**src/sv/scp_pkg.sv**
```systemverilog
// Shared constants, codes and control structs of the serial command line parser.
package scp_pkg;

  localparam int unsigned LineCapacity = 32;
  localparam int unsigned StoreDepth   = LineCapacity - 1;
  localparam int unsigned AddrW        = (StoreDepth > 1) ? $clog2(StoreDepth) : 1;
  localparam int unsigned LenW         = $clog2(LineCapacity);
  localparam int unsigned AccW         = 9;
  localparam int unsigned ByteW        = 8;

  localparam logic [AccW-1:0] AccSat = 9'd256;

  localparam logic [ByteW-1:0] ChrLf    = 8'h0A;
  localparam logic [ByteW-1:0] ChrCr    = 8'h0D;
  localparam logic [ByteW-1:0] ChrSpace = 8'h20;
  localparam logic [ByteW-1:0] ChrTab   = 8'h09;
  localparam logic [ByteW-1:0] ChrVt    = 8'h0B;
  localparam logic [ByteW-1:0] ChrFf    = 8'h0C;
  localparam logic [ByteW-1:0] ChrLowS  = 8'h73;
  localparam logic [ByteW-1:0] ChrUpS   = 8'h53;
  localparam logic [ByteW-1:0] ChrPlus  = 8'h2B;
  localparam logic [ByteW-1:0] ChrMinus = 8'h2D;
  localparam logic [ByteW-1:0] ChrZero  = 8'h30;
  localparam logic [ByteW-1:0] ChrNine  = 8'h39;
  localparam logic [ByteW-1:0] ChrNul   = 8'h00;

  localparam logic [ByteW-1:0] ChannelLimitReset = 8'd8;

  localparam logic [2:0] PhFirst  = 3'd0;
  localparam logic [2:0] PhLeadWs = 3'd1;
  localparam logic [2:0] PhSign   = 3'd2;
  localparam logic [2:0] PhDigits = 3'd3;
  localparam logic [2:0] PhValue  = 3'd4;
  localparam logic [2:0] PhStop   = 3'd5;
  localparam logic [2:0] PhReject = 3'd6;

  localparam logic ResHeader = 1'b0;
  localparam logic ResText   = 1'b1;

  localparam logic [1:0] KindNone    = 2'd0;
  localparam logic [1:0] KindStopAll = 2'd1;
  localparam logic [1:0] KindChannel = 2'd2;

  typedef struct packed {
    logic store_byte;
    logic load_hdr;
    logic load_txt;
    logic rd_start;
    logic rd_next;
    logic clear_line;
  } scp_cmd_t;

  typedef struct packed {
    logic rx_eol;
    logic line_empty;
    logic hdr_text;
    logic txt_last;
  } scp_sts_t;

endpackage

```
**src/sv/serial_command_line_parser_top.sv**
```systemverilog
// Top level of the serial command line parser: controller, datapath and ports.
//
// Channel   Direction  Handshake             Payload
// in        in         in_valid_i/in_stall_o  rx_byte_i
// out       out        out_valid_o/out_stall_i result_type_o, command_kind_o,
//                                             channel_number_o, text_byte_o, last_of_run_o
// cfg       in         cfg_valid_i/cfg_ready_o channel_limit_i
//
// A byte not CR or LF is taken in idle and, given room, stored and parsed at once.
// A non-empty line end emits a header beat, then each value text beat passes a read
// state first because the single read port of the line store has registered read data.
// A line end with the most value bytes, twenty-nine, thus stalls the input until
// its last text beat is loaded, plus any time of output stall.
// Reset clears the line and sets channel_limit to 8; the store holds no reset value.
// A stall on the output holds the result register; input is stalled while a run is out.
module serial_command_line_parser_top (
  input  logic        clk_i,
  input  logic        rst_ni,
  input  logic        in_valid_i,
  output logic        in_stall_o,
  input  logic [7:0]  rx_byte_i,
  output logic        out_valid_o,
  input  logic        out_stall_i,
  output logic        result_type_o,
  output logic [1:0]  command_kind_o,
  output logic [7:0]  channel_number_o,
  output logic [7:0]  text_byte_o,
  output logic        last_of_run_o,
  input  logic        cfg_valid_i,
  output logic        cfg_ready_o,
  input  logic [7:0]  channel_limit_i
);
  import scp_pkg::*;

  scp_cmd_t cmd;
  scp_sts_t sts;

  assign cfg_ready_o = 1'b1;

  scp_ctrl u_ctrl (
    .clk_i       (clk_i),
    .rst_ni      (rst_ni),
    .in_valid_i  (in_valid_i),
    .in_stall_o  (in_stall_o),
    .out_valid_o (out_valid_o),
    .out_stall_i (out_stall_i),
    .sts_i       (sts),
    .cmd_o       (cmd)
  );

  scp_dp u_dp (
    .clk_i            (clk_i),
    .rst_ni           (rst_ni),
    .rx_byte_i        (rx_byte_i),
    .cfg_we_i         (cfg_valid_i && cfg_ready_o),
    .channel_limit_i  (channel_limit_i),
    .cmd_i            (cmd),
    .sts_o            (sts),
    .result_type_o    (result_type_o),
    .command_kind_o   (command_kind_o),
    .channel_number_o (channel_number_o),
    .text_byte_o      (text_byte_o),
    .last_of_run_o    (last_of_run_o)
  );

endmodule

```
**src/sv/scp_ram.sv**
```systemverilog
// Generic single-write, single-read RAM with registered read data.
module scp_ram #(
  parameter int unsigned Width = 8,
  parameter int unsigned Depth = 31,
  parameter int unsigned AddrW = (Depth > 1) ? $clog2(Depth) : 1
) (
  input  logic             clk_i,
  input  logic             we_i,
  input  logic [AddrW-1:0] waddr_i,
  input  logic [Width-1:0] wdata_i,
  input  logic [AddrW-1:0] raddr_i,
  output logic [Width-1:0] rdata_o
);

  logic [Width-1:0] mem_q [Depth];
  logic [Width-1:0] rdata_q;

  always_ff @(posedge clk_i) begin
    if (we_i) begin
      mem_q[waddr_i] <= wdata_i;
    end
    rdata_q <= mem_q[raddr_i];
  end

  assign rdata_o = rdata_q;

endmodule

```
**src/sv/scp_dp.sv**
```systemverilog
// Datapath: line store, incremental parser, channel limit and result register.
module scp_dp (
  input  logic                        clk_i,
  input  logic                        rst_ni,
  input  logic [scp_pkg::ByteW-1:0]   rx_byte_i,
  input  logic                        cfg_we_i,
  input  logic [scp_pkg::ByteW-1:0]   channel_limit_i,
  input  scp_pkg::scp_cmd_t           cmd_i,
  output scp_pkg::scp_sts_t           sts_o,
  output logic                        result_type_o,
  output logic [1:0]                  command_kind_o,
  output logic [scp_pkg::ByteW-1:0]   channel_number_o,
  output logic [scp_pkg::ByteW-1:0]   text_byte_o,
  output logic                        last_of_run_o
);
  import scp_pkg::*;

  function automatic logic is_blank(input logic [ByteW-1:0] b);
    return (b == ChrSpace) || (b == ChrTab) || (b == ChrVt) || (b == ChrFf);
  endfunction

  function automatic logic is_digit(input logic [ByteW-1:0] b);
    return (b >= ChrZero) && (b <= ChrNine);
  endfunction

  logic [LenW-1:0]  len_q, len_d;
  logic [2:0]       phase_q, phase_d;
  logic [AccW-1:0]  acc_q, acc_d;
  logic             neg_q, neg_d;
  logic [LenW-1:0]  vstart_q, vstart_d;
  logic [LenW-1:0]  vend_q, vend_d;
  logic             zseen_q, zseen_d;
  logic [LenW-1:0]  rd_addr_q, rd_addr_d;
  logic [ByteW-1:0] limit_q;

  logic             res_type_q;
  logic [1:0]       res_kind_q;
  logic [ByteW-1:0] res_chan_q;
  logic [ByteW-1:0] res_text_q;
  logic             res_last_q;

  logic             room;
  logic             do_store;
  logic [LenW-1:0]  len_inc;
  logic [11:0]      acc_ext;
  logic [11:0]      acc_sum;
  logic [AccW-1:0]  acc_next;
  logic             is_chan_cmd;
  logic [1:0]       hdr_kind;
  logic             hdr_last;
  logic [ByteW-1:0] ram_rdata;

  assign room     = (len_q < LenW'(StoreDepth));
  assign do_store = cmd_i.store_byte && room;
  assign len_inc  = len_q + LenW'(1);

  assign acc_ext  = {3'b000, acc_q};
  assign acc_sum  = (acc_ext << 3) + (acc_ext << 1) + {8'h00, rx_byte_i[3:0]};
  assign acc_next = (acc_sum > {3'b000, AccSat}) ? AccSat : acc_sum[AccW-1:0];

  always_comb begin
    len_d    = len_q;
    phase_d  = phase_q;
    acc_d    = acc_q;
    neg_d    = neg_q;
    vstart_d = vstart_q;
    vend_d   = vend_q;
    zseen_d  = zseen_q;
    if (cmd_i.clear_line) begin
      len_d    = '0;
      phase_d  = PhFirst;
      acc_d    = '0;
      neg_d    = 1'b0;
      vstart_d = '0;
      vend_d   = '0;
      zseen_d  = 1'b0;
    end else if (do_store) begin
      len_d = len_inc;
      if (rx_byte_i == ChrNul && phase_q != PhValue && phase_q != PhStop) begin
        phase_d = PhReject;
      end else begin
        unique case (phase_q)
          PhFirst: begin
            if (rx_byte_i == ChrLowS || rx_byte_i == ChrUpS) begin
              phase_d = PhStop;
            end else if (is_blank(rx_byte_i)) begin
              phase_d = PhLeadWs;
            end else if (rx_byte_i == ChrPlus || rx_byte_i == ChrMinus) begin
              neg_d   = (rx_byte_i == ChrMinus);
              phase_d = PhSign;
            end else if (is_digit(rx_byte_i)) begin
              acc_d   = acc_next;
              phase_d = PhDigits;
            end else begin
              phase_d = PhReject;
            end
          end
          PhLeadWs: begin
            if (is_blank(rx_byte_i)) begin
              phase_d = PhLeadWs;
            end else if (rx_byte_i == ChrPlus || rx_byte_i == ChrMinus) begin
              neg_d   = (rx_byte_i == ChrMinus);
              phase_d = PhSign;
            end else if (is_digit(rx_byte_i)) begin
              acc_d   = acc_next;
              phase_d = PhDigits;
            end else begin
              phase_d = PhReject;
            end
          end
          PhSign: begin
            if (is_digit(rx_byte_i)) begin
              acc_d   = acc_next;
              phase_d = PhDigits;
            end else begin
              phase_d = PhReject;
            end
          end
          PhDigits: begin
            if (is_digit(rx_byte_i)) begin
              acc_d = acc_next;
            end else if (rx_byte_i == ChrSpace) begin
              vstart_d = len_inc;
              vend_d   = len_inc;
              phase_d  = PhValue;
            end else begin
              phase_d = PhReject;
            end
          end
          PhValue: begin
            // The value text ends at the first zero byte after the separator.
            if (!zseen_q) begin
              if (rx_byte_i == ChrNul) begin
                zseen_d = 1'b1;
              end else begin
                vend_d = len_inc;
              end
            end
          end
          default: begin
            phase_d = phase_q;
          end
        endcase
      end
    end
  end

  always_comb begin
    rd_addr_d = rd_addr_q;
    if (cmd_i.rd_start) begin
      rd_addr_d = vstart_q;
    end else if (cmd_i.rd_next) begin
      rd_addr_d = rd_addr_q + LenW'(1);
    end
  end

  assign is_chan_cmd = (phase_q == PhValue) && !(neg_q && (acc_q != '0)) &&
                       (acc_q < {1'b0, limit_q});

  always_comb begin
    if (phase_q == PhStop) begin
      hdr_kind = KindStopAll;
      hdr_last = 1'b1;
    end else if (is_chan_cmd) begin
      hdr_kind = KindChannel;
      hdr_last = (vend_q == vstart_q);
    end else begin
      hdr_kind = KindNone;
      hdr_last = 1'b1;
    end
  end

  assign sts_o.rx_eol     = (rx_byte_i == ChrLf) || (rx_byte_i == ChrCr);
  assign sts_o.line_empty = (len_q == '0);
  assign sts_o.hdr_text   = is_chan_cmd && (vend_q != vstart_q);
  assign sts_o.txt_last   = ((rd_addr_q + LenW'(1)) == vend_q);

  scp_ram #(
    .Width (ByteW),
    .Depth (StoreDepth)
  ) u_store (
    .clk_i   (clk_i),
    .we_i    (do_store),
    .waddr_i (len_q[AddrW-1:0]),
    .wdata_i (rx_byte_i),
    .raddr_i (rd_addr_q[AddrW-1:0]),
    .rdata_o (ram_rdata)
  );

  always_ff @(posedge clk_i or negedge rst_ni) begin
    if (!rst_ni) begin
      len_q     <= '0;
      phase_q   <= PhFirst;
      acc_q     <= '0;
      neg_q     <= 1'b0;
      vstart_q  <= '0;
      vend_q    <= '0;
      zseen_q   <= 1'b0;
      rd_addr_q <= '0;
      limit_q   <= ChannelLimitReset;
    end else begin
      len_q     <= len_d;
      phase_q   <= phase_d;
      acc_q     <= acc_d;
      neg_q     <= neg_d;
      vstart_q  <= vstart_d;
      vend_q    <= vend_d;
      zseen_q   <= zseen_d;
      rd_addr_q <= rd_addr_d;
      if (cfg_we_i) begin
        limit_q <= channel_limit_i;
      end
    end
  end

  always_ff @(posedge clk_i) begin
    if (cmd_i.load_hdr) begin
      res_type_q <= ResHeader;
      res_kind_q <= hdr_kind;
      res_chan_q <= (hdr_kind == KindChannel) ? acc_q[ByteW-1:0] : '0;
      res_text_q <= '0;
      res_last_q <= hdr_last;
    end else if (cmd_i.load_txt) begin
      res_type_q <= ResText;
      res_kind_q <= KindNone;
      res_chan_q <= '0;
      res_text_q <= ram_rdata;
      res_last_q <= sts_o.txt_last;
    end
  end

  assign result_type_o    = res_type_q;
  assign command_kind_o   = res_kind_q;
  assign channel_number_o = res_chan_q;
  assign text_byte_o      = res_text_q;
  assign last_of_run_o    = res_last_q;

  a_value_window: assert property (@(posedge clk_i) disable iff (!rst_ni)
    (vstart_q <= vend_q) && (vend_q <= len_q))
    else $error("value window lies outside the stored line");

  a_txt_in_window: assert property (@(posedge clk_i) disable iff (!rst_ni)
    cmd_i.load_txt |-> (rd_addr_q >= vstart_q) && (rd_addr_q < vend_q))
    else $error("text beat read outside the value window");

  a_hdr_nonempty: assert property (@(posedge clk_i) disable iff (!rst_ni)
    cmd_i.load_hdr |-> (len_q != '0))
    else $error("header emitted for an empty line");

  a_clear_after_run: assert property (@(posedge clk_i) disable iff (!rst_ni)
    cmd_i.clear_line |=> (len_q == '0) && (phase_q == PhFirst))
    else $error("line state not cleared after its last beat");

endmodule

```
**src/sv/scp_ctrl.sv**
```systemverilog
// Controller: accepts input beats and sequences header and text result beats.
module scp_ctrl (
  input  logic              clk_i,
  input  logic              rst_ni,
  input  logic              in_valid_i,
  output logic              in_stall_o,
  output logic              out_valid_o,
  input  logic              out_stall_i,
  input  scp_pkg::scp_sts_t sts_i,
  output scp_pkg::scp_cmd_t cmd_o
);
  import scp_pkg::*;

  localparam logic [1:0] StIdle = 2'd0;
  localparam logic [1:0] StHdr  = 2'd1;
  localparam logic [1:0] StRd   = 2'd2;
  localparam logic [1:0] StTxt  = 2'd3;

  logic [1:0] state_q, state_d;
  logic       out_valid_q, out_valid_d;
  logic       accept;
  logic       slot_free;

  assign in_stall_o = (state_q != StIdle);
  assign accept     = in_valid_i && (state_q == StIdle);
  assign slot_free  = !out_valid_q || !out_stall_i;

  always_comb begin
    state_d     = state_q;
    out_valid_d = out_valid_q && out_stall_i;
    cmd_o       = '0;
    unique case (state_q)
      StIdle: begin
        if (accept) begin
          if (sts_i.rx_eol) begin
            if (!sts_i.line_empty) begin
              state_d = StHdr;
            end
          end else begin
            cmd_o.store_byte = 1'b1;
          end
        end
      end
      StHdr: begin
        if (slot_free) begin
          cmd_o.load_hdr = 1'b1;
          out_valid_d    = 1'b1;
          if (sts_i.hdr_text) begin
            cmd_o.rd_start = 1'b1;
            state_d        = StRd;
          end else begin
            cmd_o.clear_line = 1'b1;
            state_d          = StIdle;
          end
        end
      end
      StRd: begin
        state_d = StTxt;
      end
      StTxt: begin
        if (slot_free) begin
          cmd_o.load_txt = 1'b1;
          out_valid_d    = 1'b1;
          if (sts_i.txt_last) begin
            cmd_o.clear_line = 1'b1;
            state_d          = StIdle;
          end else begin
            cmd_o.rd_next = 1'b1;
            state_d       = StRd;
          end
        end
      end
      default: begin
        state_d = StIdle;
      end
    endcase
  end

  always_ff @(posedge clk_i or negedge rst_ni) begin
    if (!rst_ni) begin
      state_q     <= StIdle;
      out_valid_q <= 1'b0;
    end else begin
      state_q     <= state_d;
      out_valid_q <= out_valid_d;
    end
  end

  assign out_valid_o = out_valid_q;

  a_no_overwrite: assert property (@(posedge clk_i) disable iff (!rst_ni)
    (cmd_o.load_hdr || cmd_o.load_txt) |-> !(out_valid_q && out_stall_i))
    else $error("result register overwritten while its beat is stalled");

  a_rd_feeds_txt: assert property (@(posedge clk_i) disable iff (!rst_ni)
    (cmd_o.rd_start || cmd_o.rd_next) |=> (state_q == StRd) ##1 (state_q == StTxt))
    else $error("store read not followed by a text beat");

  a_eol_starts_run: assert property (@(posedge clk_i) disable iff (!rst_ni)
    (accept && sts_i.rx_eol && !sts_i.line_empty) |=> (state_q == StHdr))
    else $error("line end did not start a header beat");

endmodule

```
**config.mk**
```make
export PLATFORM = sky130hd
export DESIGN_NAME = serial_command_line_parser_top
export DESIGN_NICKNAME = d
export VERILOG_FILES = /design/src/sv/scp_pkg.sv /design/src/sv/serial_command_line_parser_top.sv /design/src/sv/scp_ram.sv /design/src/sv/scp_dp.sv /design/src/sv/scp_ctrl.sv
export SDC_FILE = /design/constraint.sdc
export NUM_CORES = 1
export LEC_CHECK = 0
export BUFFER_PORTS_ARGS = -buffer_cell sky130_fd_sc_hd__buf_2
export CAP_MARGIN = 5
export CORE_MARGIN = 10
export CORE_UTILIZATION = 62
export DETAILED_ROUTE_END_ITERATION = 10
export PLACE_DENSITY_LB_ADDON = 0.05
export SYNTH_ARGS = -nofsm -noshare
export SYNTH_HDL_FRONTEND = slang
export SYNTH_SLANG_ARGS = --single-unit
```
**constraint.sdc**
```tcl
create_clock -name clk_i -period 3 [get_ports clk_i]
set_input_delay 0.45 -clock clk_i [delete_from_list [all_inputs] [get_ports clk_i]]
set_output_delay 0.45 -clock clk_i [all_outputs]
set_load 0.05 [all_outputs]
```
Word-level counts from Yosys, hierarchy flattened
Memories as Yosys holds them, arrays and structs flattened. A register that Yosys moved wholly into a read port is not among the register bits.
Cells that the tools add are included.
{"block": "word_totals", "wordCells": 195, "out_inout_bits": 23, "mem_count": 1, "regBits": 65, "ram_bits": 248, "input_bits": 21}
{"name": "u_dp.u_store.mem_q", "words": 31, "word_bits": 8, "rd": 1, "rd_ports_with_merged_regs": 1, "wr": 1, "line_no": "scp_ram.sv:15", "text": "logic [Width-1:0] mem_q [Depth];"}
{"block": "op_classes", "muxes": 87, "order_cmp": 5, "n_eq_ne": 37, "add_sub_neg": 4, "n_reduce_logical": 45}
{"operator": "2-to-1 mux 5 bit", "n": 15}
{"operator": "2-to-1 mux 9 bit", "n": 8}
{"operator": "== test 8 x 4 -> 1 bit, second input constant", "n": 5}
{"operator": "2-to-1 mux 1 bit", "n": 34}
{"operator": "one-hot mux 9 bit (3 select lines)", "n": 1}
{"operator": "2-to-1 mux 2 bit", "n": 13}
{"operator": "== test 8 x 6 -> 1 bit, second input constant", "n": 3}
{"operator": "2-to-1 mux 3 bit", "n": 8}
{"operator": "2-to-1 mux 8 bit", "n": 3}
{"operator": "!= test 3 bit, second input constant", "n": 6}
{"operator": "== test 8 x 7 -> 1 bit, second input constant", "n": 2}
{"operator": "nonzero test 2 bit", "n": 7}
{"operator": "adder 12 x 10 -> 12 bit", "n": 1}
{"operator": "adder 12 x 4 -> 12 bit", "n": 1}
{"operator": "> comparator 12 x 9 -> 1 bit, second input constant", "n": 1}
{"operator": "one-hot mux 3 bit (4 select lines)", "n": 1}
{"operator": "adder 5 x 1 -> 5 bit, second input constant", "n": 2}
{"operator": "== test 5 bit", "n": 2}
{"operator": "logical AND 1 bit", "n": 10}
{"operator": "one-hot mux 5 bit (2 select lines)", "n": 1}
{"operator": "AND reduction 5 bit", "n": 2}
{"operator": "less-than comparator 9 x 8 -> 1 bit", "n": 1}
{"operator": "nonzero test 9 bit", "n": 1}
{"operator": ">= comparator 8 x 6 -> 1 bit, second input constant", "n": 1}
{"operator": "27 further kinds", "n": 49}

Logic depth before layout (Yosys ltp)
Gate-level depths: netlist of run 1.
{"block": "logic_depth", "depth_word": 12, "mapped_depth": 10, "mapped_depth_nobuf": 10}

Modules after synthesis
From an unflattened synthesis of run 1, not the netlist that was laid out.
{"block": "unflattened", "cells_unflattened": 978, "hier_area_um2": 14152.3}
{"module": "scp_ram", "area_each_um2": 10108.4, "instances": 1, "seq_area_each_um2": 7607.3, "cells_each": 561}
{"module": "scp_dp", "area_each_um2": 3856.2, "instances": 1, "seq_area_each_um2": 1562.7, "cells_each": 395}
{"module": "scp_ctrl", "area_each_um2": 176.4, "instances": 1, "seq_area_each_um2": 75.1, "cells_each": 20}
{"module": "serial_command_line_parser_top", "area_each_um2": 11.3, "instances": 1, "seq_area_each_um2": 0.0, "cells_each": 2}

Least setup slack after synthesis of run 1
OpenSTA, ideal clock, no wires.
{"block": "synth_path", "path_kind": "input to register", "startpoint": "in rx_byte_i[3]", "endpoint": "reg u_dp.acc_q[0]", "path_slack_ps": 360, "setup_time_ps": 96, "cell_stages": 9, "required_ps": 2904, "path_buffers": 0, "arrival_ps": 2543, "cell_sequence": "inv_1 -> fa_1 -> fa_1 -> nor2b_1 -> o211ai_1 -> a32oi_1 -> xnor2_1 -> o2111ai_1 -> o31ai_1"}
{"block": "synth_between", "elab_chain_len": 11, "word_cells_on_any_way": 41, "classes_between": "add/sub: 1; order compare: 3; eq/ne: 12; mux: 12; reduce/logical: 13"}
{"element": "start: declaration", "line_no": "serial_command_line_parser_top.sv:21", "text": "input logic [7:0] rx_byte_i,"}
{"element": "adder 12 x 4 -> 12 bit", "line_no": "scp_dp.sv:58", "text": "assign acc_sum = (acc_ext << 3) + (acc_ext << 1) + {8'h00, rx_byte_i[3:0]};"}
{"element": "> comparator 12 x 9 -> 1 bit", "line_no": "scp_dp.sv:59", "text": "assign acc_next = (acc_sum > {3'b000, AccSat}) ? AccSat : acc_sum[AccW-1:0];"}
{"element": "2-to-1 mux 9 bit", "line_no": "scp_dp.sv:59"}
{"element": "2-to-1 mux 9 bit"}
{"element": "2-to-1 mux 9 bit", "line_no": "scp_dp.sv:88", "text": "end else if (rx_byte_i == ChrPlus || rx_byte_i == ChrMinus) begin"}
{"element": "2-to-1 mux 9 bit", "line_no": "scp_dp.sv:86", "text": "end else if (is_blank(rx_byte_i)) begin"}
{"element": "2-to-1 mux 9 bit", "line_no": "scp_dp.sv:84", "text": "if (rx_byte_i == ChrLowS || rx_byte_i == ChrUpS) begin"}
{"element": "one-hot mux 9 bit (3 select lines)", "line_no": "scp_dp.sv:82", "text": "unique case (phase_q)"}
{"element": "2-to-1 mux 9 bit", "line_no": "scp_dp.sv:79", "text": "if (rx_byte_i == ChrNul && phase_q != PhValue && phase_q != PhStop) begin"}
{"element": "2-to-1 mux 9 bit", "line_no": "scp_dp.sv:77", "text": "end else if (do_store) begin"}
{"element": "2-to-1 mux 9 bit", "line_no": "scp_dp.sv:69", "text": "if (cmd_i.clear_line) begin"}
{"element": "end signal: assignment", "line_no": "scp_dp.sv:194", "text": "acc_q <= '0;"}
{"element": "end signal: assignment", "line_no": "scp_dp.sv:204", "text": "acc_q <= acc_d;"}
{"element": "end: declaration", "line_no": "scp_dp.sv:28", "text": "logic [AccW-1:0] acc_q, acc_d;"}
Several ways; a longest one is shown, not always the timed one. The select of a mux whose other input is x is not followed.
A chain may end at the register's enable or synchronous reset.

Worst setup path in the final report of run 1
{"block": "layout_path", "startpoint": "reg u_dp.acc_q[0]", "endpoint": "reg u_dp.acc_q[5]"}
{"block": "layout_between", "elab_chain_len": 12, "word_cells_on_any_way": 27, "classes_between": "add/sub: 2; order compare: 2; eq/ne: 2; mux: 12; reduce/logical: 9"}
{"element": "adder 12 x 10 -> 12 bit", "line_no": "scp_dp.sv:58"}
{"element": "adder 12 x 4 -> 12 bit", "line_no": "scp_dp.sv:58"}
{"element": "> comparator 12 x 9 -> 1 bit", "line_no": "scp_dp.sv:59"}
{"element": "2-to-1 mux 9 bit", "line_no": "scp_dp.sv:59"}
{"element": "2-to-1 mux 9 bit"}
{"element": "2-to-1 mux 9 bit", "line_no": "scp_dp.sv:88"}
{"element": "2-to-1 mux 9 bit", "line_no": "scp_dp.sv:86"}
{"element": "2-to-1 mux 9 bit", "line_no": "scp_dp.sv:84"}
{"element": "one-hot mux 9 bit (3 select lines)", "line_no": "scp_dp.sv:82"}
{"element": "2-to-1 mux 9 bit", "line_no": "scp_dp.sv:79"}
{"element": "2-to-1 mux 9 bit", "line_no": "scp_dp.sv:77"}
{"element": "2-to-1 mux 9 bit", "line_no": "scp_dp.sv:69"}
Several ways; a longest one is shown, not always the timed one. The select of a mux whose other input is x is not followed.

==> flow_summary_export.csv, run 1 <==
group,metric,value,unit
status,status,"complete, no violations",
grt,grt_first_pass_wirelength,47.61,mm
sta,fin_setup_tns,0,ns
setup_path,crit_path_end_kind,"flip-flop",
place,post-place-cells,1206,
sta,fin_worst_skew,0.02120,ns
synth,ys.flop_type,"edfxtp_1",
drt,wirelength,30.51,mm
sta,slew_viol_final,0,
grt,antenna_found_initial,2,
drt,initialDrtViolationCount,769,
grt,grt-ovfl-total,0,
synth,yosys.area_share.simple,0.08153,
synth,synth_xor_area_frac,0.01640,
cells_and_area,final_cells,1268,
clock_network,path_clk_slew,0.06,ns
synth,synth_top_family_by_area,"multiplexers",
synth,synth.cell_area,0.01389,mm²
synth,syn_nets,916,
cells_and_area,n_antenna_cell,0,
setup_path,required,3.41,ns
floorplanning,core-area,0.02196,mm²
cells_and_area,drive_gt1_frac,0.2601,
sta,finalHoldViolCount,0,
drt,ant_nets,0,
cells_and_area,fin_nets,1014,
cells_and_area,stdcell_area,0.01586,mm²
synth,synth_mux_area_frac,0.1425,
place,portBuffers,42,
clock_network,htree_levels,2,
synth,yosysTopAreaCell,"edfxtp_1",
floorplanning,pin_count,44,
setup_path,max_stage_delay,0.48,ns
sta,worst_pin_slew,1.047,ns
synth,synth-seq-area-share,0.6657,
floorplanning,die_h,169.7,µm
synth,synth_cell_type_count,63,
clock_network,cts_buffers,34,
synth,synth-compound-area-share,0.04396,
clock_network,cts_tree,"done",
setup_path,cp_slowest_cell,"fa_1",
synth,synth_fa_ha_area_frac,0.02901,
clock_network,clock-sinks,321,
setup_path,cp_max_fo,4,
setup_path,cp-start-kind,"flip-flop",
run,maxCapViolCount,0,
floorplanning,initial_core_util,0.6325,
drt,wl_per_cell,24.06,µm
synth,synth.avg_cell_area,16.07,µm²
synth,syn-instance-count,864,
setup_path,crit_arrival,3.32,ns
power_and_ir_drop,max-vdd-ir-drop,0.7164,mV
sta,final-setup-viol-count,0,
power_and_ir_drop,pwr_density_cell,841.9,mW/mm²
clock_network,clockBufferDepth,3,
synth,synthTopCellsByArea,"edfxtp_1 56%, mux4_2 12%, dfrtp_1 7.9%",
synth,synth-seq-cells,321,
cells_and_area,area_growth,14.23,%
clock_network,hold_buffers,0,
place,pre_cts_ws,-0.0006777,ns
sta,finalWorstSetupSlack,0.08352,ns
drt,viasPerCell,6.308,
sta,post-route-min-period,2.916,ns
place,place_congestion,0.8825,
sta,slew_headroom,0.3023,
synth,synth_edf_count,259,
grt,grt_pass1_vias,8170,
cells_and_area,final_common_cell,"edfxtp_1",
hold_path,hold_path_class,"in -> async",
synth,synthArstFlopShare,0.1402,
clock_network,clk_latency,0.52,ns
drt,first_pass_iters,7,
cells_and_area,layout_common_cells,"259 x edfxtp_1, 72 x mux4_2, 66 x nor2_1, 57 x buf_4, 53 x nand2_1",
grt,grt_use_total,0.2162,
drt,drc,0,
place,hpwl,20.35,mm
place,placed_cell_area,0.01474,mm²
floorplanning,dieArea,0.02879,mm²
drt,vias,7998,
setup_path,crit_path_cell_trace,"inv_2, fa_1, fa_1, nor2b_1, o211ai_1, a32oi_1, xnor2_1, nand4_1, o31ai_2",
cells_and_area,fillers,1373,
grt,grt_max_degree,67,
clock_network,cts_root_buf,"clkbuf_16",
setup_path,critical_path_class,"reg -> reg",
clock_network,postCtsSetupBuffers,0,
synth,synth_top_area_frac,0.5600,
sta,hold_slack,0.1406,ns
floorplanning,die_x,169.7,µm
floorplanning,row_count,54,
synth,ys_warn_count,0,
setup_path,path_common_cell,"fa_1",
sta,fmax,342.9,MHz
sta,period_share,0.9722,
power_and_ir_drop,cellLeakagePower,0.005789,µW
area by class of cell:
type                       count  area (µm²)  area share
inverter                      28       105.1    0.006625
timing repair buffer         101       678.2     0.04275
clock buffer                  39       890.9     0.05616
sequential                   321        9251      0.5832
tap                          280       350.3     0.02208
clock inverter                23       212.7     0.01341
multi-input combinational    476        4375      0.2758
flip-flops by register name (all words and copies together) (netlist names):
signal                 cells
u_dp.neg_q                 1
u_dp.u_store.rdata_o       8
u_dp.text_byte_o           8
u_ctrl.state_q             2
u_dp.rd_addr_q             5
u_dp.last_of_run_o         1
u_dp.u_store.mem_q       248
u_dp.len_q                 5
u_dp.channel_number_o      8
u_dp.vstart_q              5
u_dp.zseen_q               1
u_dp.acc_q                 9
u_dp.vend_q                5
u_dp.result_type_o         1
u_ctrl.out_valid_o         1
u_dp.command_kind_o        2
u_dp.phase_q               3
u_dp.limit_q               8
through the flow:
stage,power [µW],utilization
after floorplan,8258,-
after global placement,9300,0.6713
after detailed placement,9368,0.6713
after CTS,13430,0.7215
after global routing,13910,0.7225
final,13360,0.7225
what timing repair did:
item                       CTS  global route
hold endpoints to repair     0             0
setup endpoints to repair    0             9
gates resized for setup      0             6
critical path: cells and delay by family (launching register included):
kind,cells,cell delay (ns)
compound gates,3,0.73
xor+xnor,1,0.19
fa+ha+maj,2,0.95
buf+inv,1,0.11
flops,1,0.39
simple gates,2,0.46
Yosys cell counts, drive strengths merged, types with 17 or more instances:
cell type  number
nand3          20
ha             29
dfxtp          17
inv            28
clkbuf         22
dfrtp          44
mux4           72
buf            17
o21ai          28
and2           18
mux2i          17
nand2          53
edfxtp        259
nor2           66
logic make-up (layout without fill, tap and decap cells):
family	count (synthesis)	after routing
compound gates	93	93
other cells	1	1
flops	321	321
xor+xnor	26	26
simple gates	221	221
mux	104	104
buf+inv	67	191
fa+ha+maj	31	31
worst paths after layout:
kind | startpoint | to | slack (ns) | depth (start not counted)
max | u_dp.acc_q[0]$_DFFE_PN0P_ | u_dp.acc_q[5]$_DFFE_PN0P_ | 0.08 | 9
min | rst_ni | u_dp.limit_q[1]$_DFFE_PN0P_ | 0.14 | 1
max reg2reg | u_dp.acc_q[0]$_DFFE_PN0P_ | u_dp.acc_q[5]$_DFFE_PN0P_ | 0.08 | 9
min reg2reg | u_dp.u_store.rdata_o[2]$_DFF_P_ | u_dp.text_byte_o[2]$_SDFFE_PP0P_ | 0.43 | 2
max in group asynchronous | rst_ni | u_dp.rd_addr_q[0]$_DFFE_PN0P_ | 2.10 | 1
min in group clk_i | channel_limit_i[5] | u_dp.limit_q[5]$_DFFE_PN0P_ | 0.16 | 3
power by group:
group	switching, µW	total, µW	internal, µW
Combinational	2220	3890	1670
Clock	1670	4080	2410
Sequential	211	5390	5180
Total	4110	13400	9250
routing by layer:
metal / GRT usage / routed length, µm / vias up
met4: 0.05418 / 489 / 2
met5: 0 / 13 / -
met3: 0.03978 / 2233 / 39
li1: - / - / 3549
met1: 0.3105 / 13130 / 4102
met2: 0.3373 / 14640 / 306
No activity file was read; power rests on OpenSTA's default activity.
==> run 2, diff against run 1 <==
--- a/config.mk
+++ b/config.mk
@@ -5,12 +5,16 @@
 export SDC_FILE = /design/constraint.sdc
 export NUM_CORES = 1
 export LEC_CHECK = 0
+export ABC_AREA = 1
 export BUFFER_PORTS_ARGS = -buffer_cell sky130_fd_sc_hd__buf_2
 export CAP_MARGIN = 5
+export CELL_PAD_IN_SITES_DETAIL_PLACEMENT = 2
+export CELL_PAD_IN_SITES_GLOBAL_PLACEMENT = 2
 export CORE_MARGIN = 10
-export CORE_UTILIZATION = 62
+export CORE_UTILIZATION = 42
 export DETAILED_ROUTE_END_ITERATION = 10
 export PLACE_DENSITY_LB_ADDON = 0.05
+export SLEW_MARGIN = 0
 export SYNTH_ARGS = -nofsm -noshare
 export SYNTH_HDL_FRONTEND = slang
 export SYNTH_SLANG_ARGS = --single-unit
==> run 2 against run 1 <==
Against the previous run:
- the run now ends with hold timing left
- clock power rose by 12%
- core utilization fell by 23 points
- setup slack improved by 0.18 ns
- critical path type unchanged
==> flow_summary_export.csv, run 2 <==
group,metric,value,unit
clock_network,htree_levels,2,
setup_path,cp_slowest_cell,"fa_2",
setup_path,cp_max_fo,8,
floorplanning,die_h,204.0,µm
setup_path,required,3.46,ns
grt,antenna_found_initial,1,
cells_and_area,regMostFlops,"u_dp.u_store.mem_q",
synth,synth.cell_area,0.01422,mm²
drt,initialDrtViolationCount,716,
place,placed_cell_area,0.01530,mm²
synth,ys_warn_count,0,
setup_path,cp.buffers_inverters,3,
place,portBuffers,42,
floorplanning,initial_core_util,0.4252,
setup_path,path_common_cell,"nand2_1",
synth,yosysMostFrequentCell,"edfxtp_1",
synth,synthTopCellsByCount,"259 x edfxtp_1, 244 x nand2_1, 176 x nor2_1",
synth,synthArstFlopShare,0.1402,
status,status,"finished with violations",
drt,wirelength,47.72,mm
synth,ys.flop_type,"edfxtp_1",
run,maxCapViolCount,0,
drt,ant_nets,0,
setup_path,max_stage_delay,0.48,ns
synth,syn-instance-count,1314,
power_and_ir_drop,pwr-share-clk,0.283,
setup_path,crit_path_cell_trace,"inv_2, fa_2, fa_1, nand3b_1, nand2_2, nand2_1, nand2_1, nand2_1, nand2_1, inv_1, nand2_1, nand3_1, nor2_2, buf_4, nand3_1, nand2_1",
status,violations,"hold timing",
sta,fmax,365.6,MHz
clock_network,path_clk_slew,0.06,ns
cells_and_area,fin_nets,1455,
floorplanning,row_count,67,
grt,grt_first_pass_wirelength,73.44,mm
synth,yosysTopAreaCell,"edfxtp_1",
floorplanning,pin_count,44,
power_and_ir_drop,cellLeakagePower,0.006461,µW
synth,synth-seq-area-share,0.6500,
setup_path,r2r_cells,16,
clock_network,clockBufferDepth,3,
drt,wl_per_cell,25.40,µm
power_and_ir_drop,switching_share,0.4040,
place,place_congestion,0.7772,
synth,synth.avg_cell_area,10.82,µm²
cells_and_area,largest_reg_flops,248,
place,hpwl,30.49,mm
sta,final-setup-viol-count,0,
sta,post-route-min-period,2.735,ns
power_and_ir_drop,max-vdd-ir-drop,0.5621,mV
hold_path,hold_path_class,"in -> async",
grt,grt_pass1_vias,11814,
synth,synth_top_area_frac,0.5468,
synth,synth_edf_count,259,
grt,grt_use_total,0.2295,
sta,finalHoldViolCount,3,
drt,viasPerCell,5.676,
power_and_ir_drop,power.internal,9585,µW
drt,drc,0,
cells_and_area,stdcell_area,0.01652,mm²
clock_network,cts_root_buf,"clkbuf_16",
sta,slew_headroom,0.4938,
clock_network,cts_tree,"done",
synth,synth-seq-cells,321,
sta,fin_setup_tns,0,ns
clock_network,clock-sinks,321,
power_and_ir_drop,pwr_density_cell,973.8,mW/mm²
clock_network,cts_buffers,37,
floorplanning,dieArea,0.04163,mm²
sta,fin_worst_skew,0.009306,ns
setup_path,critPathTopFamily,"adder cells",
drt,vias,10665,
setup_path,crit_arrival,3.19,ns
floorplanning,die_x,204.0,µm
synth,synthTopCellsByArea,"edfxtp_1 55%, dfrtp_1 7.7%, nand2_1 6.4%",
setup_path,critical_path_class,"reg -> reg",
sta,rsz0062_at_grt,"no",
floorplanning,core-area,0.03345,mm²
cells_and_area,drive_gt1_frac,0.1391,
cells_and_area,top_regs,"u_dp.u_store.mem_q (248), u_dp.acc_q (9)",
setup_path,cp_num_cells,16,
power_and_ir_drop,seqPwrFrac,0.356,
cells_and_area,layout_common_cells,"259 x edfxtp_1, 243 x nand2_1, 176 x nor2_1, 124 x o21ai_0, 87 x inv_1",
cells_and_area,n_antenna_cell,0,
power_and_ir_drop,comb_power_share,0.362,
setup_path,cp-start-kind,"flip-flop",
sta,hold_slack,-0.005067,ns
sta,period_share,0.9117,
clock_network,hold_buffers,0,
place,pre_cts_ws,-0.02925,ns
sta,worst_pin_slew,0.7592,ns
power_and_ir_drop,switchingPower,6497,µW
setup_path,crit_path_end_kind,"flip-flop",
cells_and_area,final_common_cell,"edfxtp_1",
sta,finalWorstSetupSlack,0.2649,ns
grt,grt-ovfl-total,0,
synth,synth_cell_type_count,53,
sta,slew_viol_final,0,
clock_network,clk_latency,0.53,ns
cells_and_area,area_growth,16.12,%
synth,syn_nets,1366,
drt,first_pass_iters,5,
grt,grt_max_degree,100,
-- run 2: cell types whose count changed after synthesis, sizes merged, moves of 13 or more --
cell | before | now
a21oi | 16 | 48
and2 | 18 | 2
buf | 17 | 30
inv | 28 | 94
mux2 | 15 | 1
mux2i | 17 | 0
mux4 | 72 | 0
nand2 | 53 | 248
nand3 | 20 | 81
nor2 | 66 | 185
o21ai | 28 | 140
o221ai | 0 | 34
-- run 2: stage by stage --
step / total power [µW] / utilization / std cells
2_1_floorplan: 9321 / - / 1314
3_3_place_gp: 11250 / 0.4574 / 1812
3_5_place_dp: 11530 / 0.4574 / 1812
4_1_cts: 16210 / 0.4936 / 1879
5_1_grt: 16960 / 0.4938 / 1879
6_report: 16080 / 0.4938 / 1879
-- run 2: area by class of cell --
class,count,area [µm²]
timing repair buffer,106,765.7
sequential,321,9250
clock buffer,51,1072
clock inverter,16,140.1
tap,448,560.5
inverter,95,360.3
fill,3411,16930
multi-input combinational,842,4367
-- run 2: cells by family after synthesis --
kind of cell | synth area share
AND/OR/NAND/NOR | 0.1625
XOR/XNOR | 0.006773
AO/OA/AOI/OAI | 0.1080
multiplexers | 0.0007916
adder cells (fa/ha/maj) | 0.02833
buffers and inverters | 0.04337
flip-flops | 0.6500
other | 0.0002636
-- run 2: worst paths after layout --
| check | startpoint | end | slack (ns) |
|---|---|---|---|
| max | u_dp.acc_q[2]$_DFFE_PN0P_ | u_dp.acc_q[0]$_DFFE_PN0P_ | 0.26 |
| min | rst_ni | u_dp.vend_q[3]$_DFFE_PN0P_ | -0.005 |
| min reg2reg | u_dp.u_store.rdata_o[4]$_DFF_P_ | u_dp.text_byte_o[4]$_SDFFE_PP0P_ | 0.45 |
| max in group asynchronous | rst_ni | u_dp.acc_q[0]$_DFFE_PN0P_ | 2.28 |
| max reg2reg | u_dp.acc_q[2]$_DFFE_PN0P_ | u_dp.acc_q[0]$_DFFE_PN0P_ | 0.26 |
| min in group clk_i | channel_limit_i[7] | u_dp.limit_q[7]$_DFFE_PN0P_ | 0.13 |
-- run 2: metal layers --
metal / share of wire / wire length (µm) / GRT usage / vias up
met5: 0 / 0 / 0 / -
met4: 0.024 / 1162 / 0.06691 / 0
met3: 0.043 / 2031 / 0.03107 / 74
met2: 0.52 / 24800 / 0.4116 / 248
met1: 0.41 / 19730 / 0.2822 / 5549
li1: - / - / - / 4794
-- run 2: power groups by stage --
stage	Clock, µW	Combinational, µW	Sequential [µW]
final	4550	5820	5720
after global routing	4800	6380	5780
after CTS	4630	5860	5720
after detailed placement	0	5750	5790
after global placement	0	5480	5760
after floorplan	0	3330	5990
-- run 2: repair_timing --
action	in CTS	in global routing
gates resized for setup	0	4
buffers inserted	0	0
setup endpoints to repair	0	8
-- run 2: worst reg2reg max path, stage by stage (launching register included) --
cell and delay (ns):
dfrtp_1 0.44, inv_2 0.12, fa_2 0.48, fa_1 0.46
nand3b_1 0.22, nand2_2 0.12, nand2_1 0.07, nand2_1 0.06
nand2_1 0.04, nand2_1 0.08, inv_1 0.05, nand2_1 0.05
nand3_1 0.07, nor2_2 0.08, buf_4 0.15, nand3_1 0.07
nand2_1 0.08
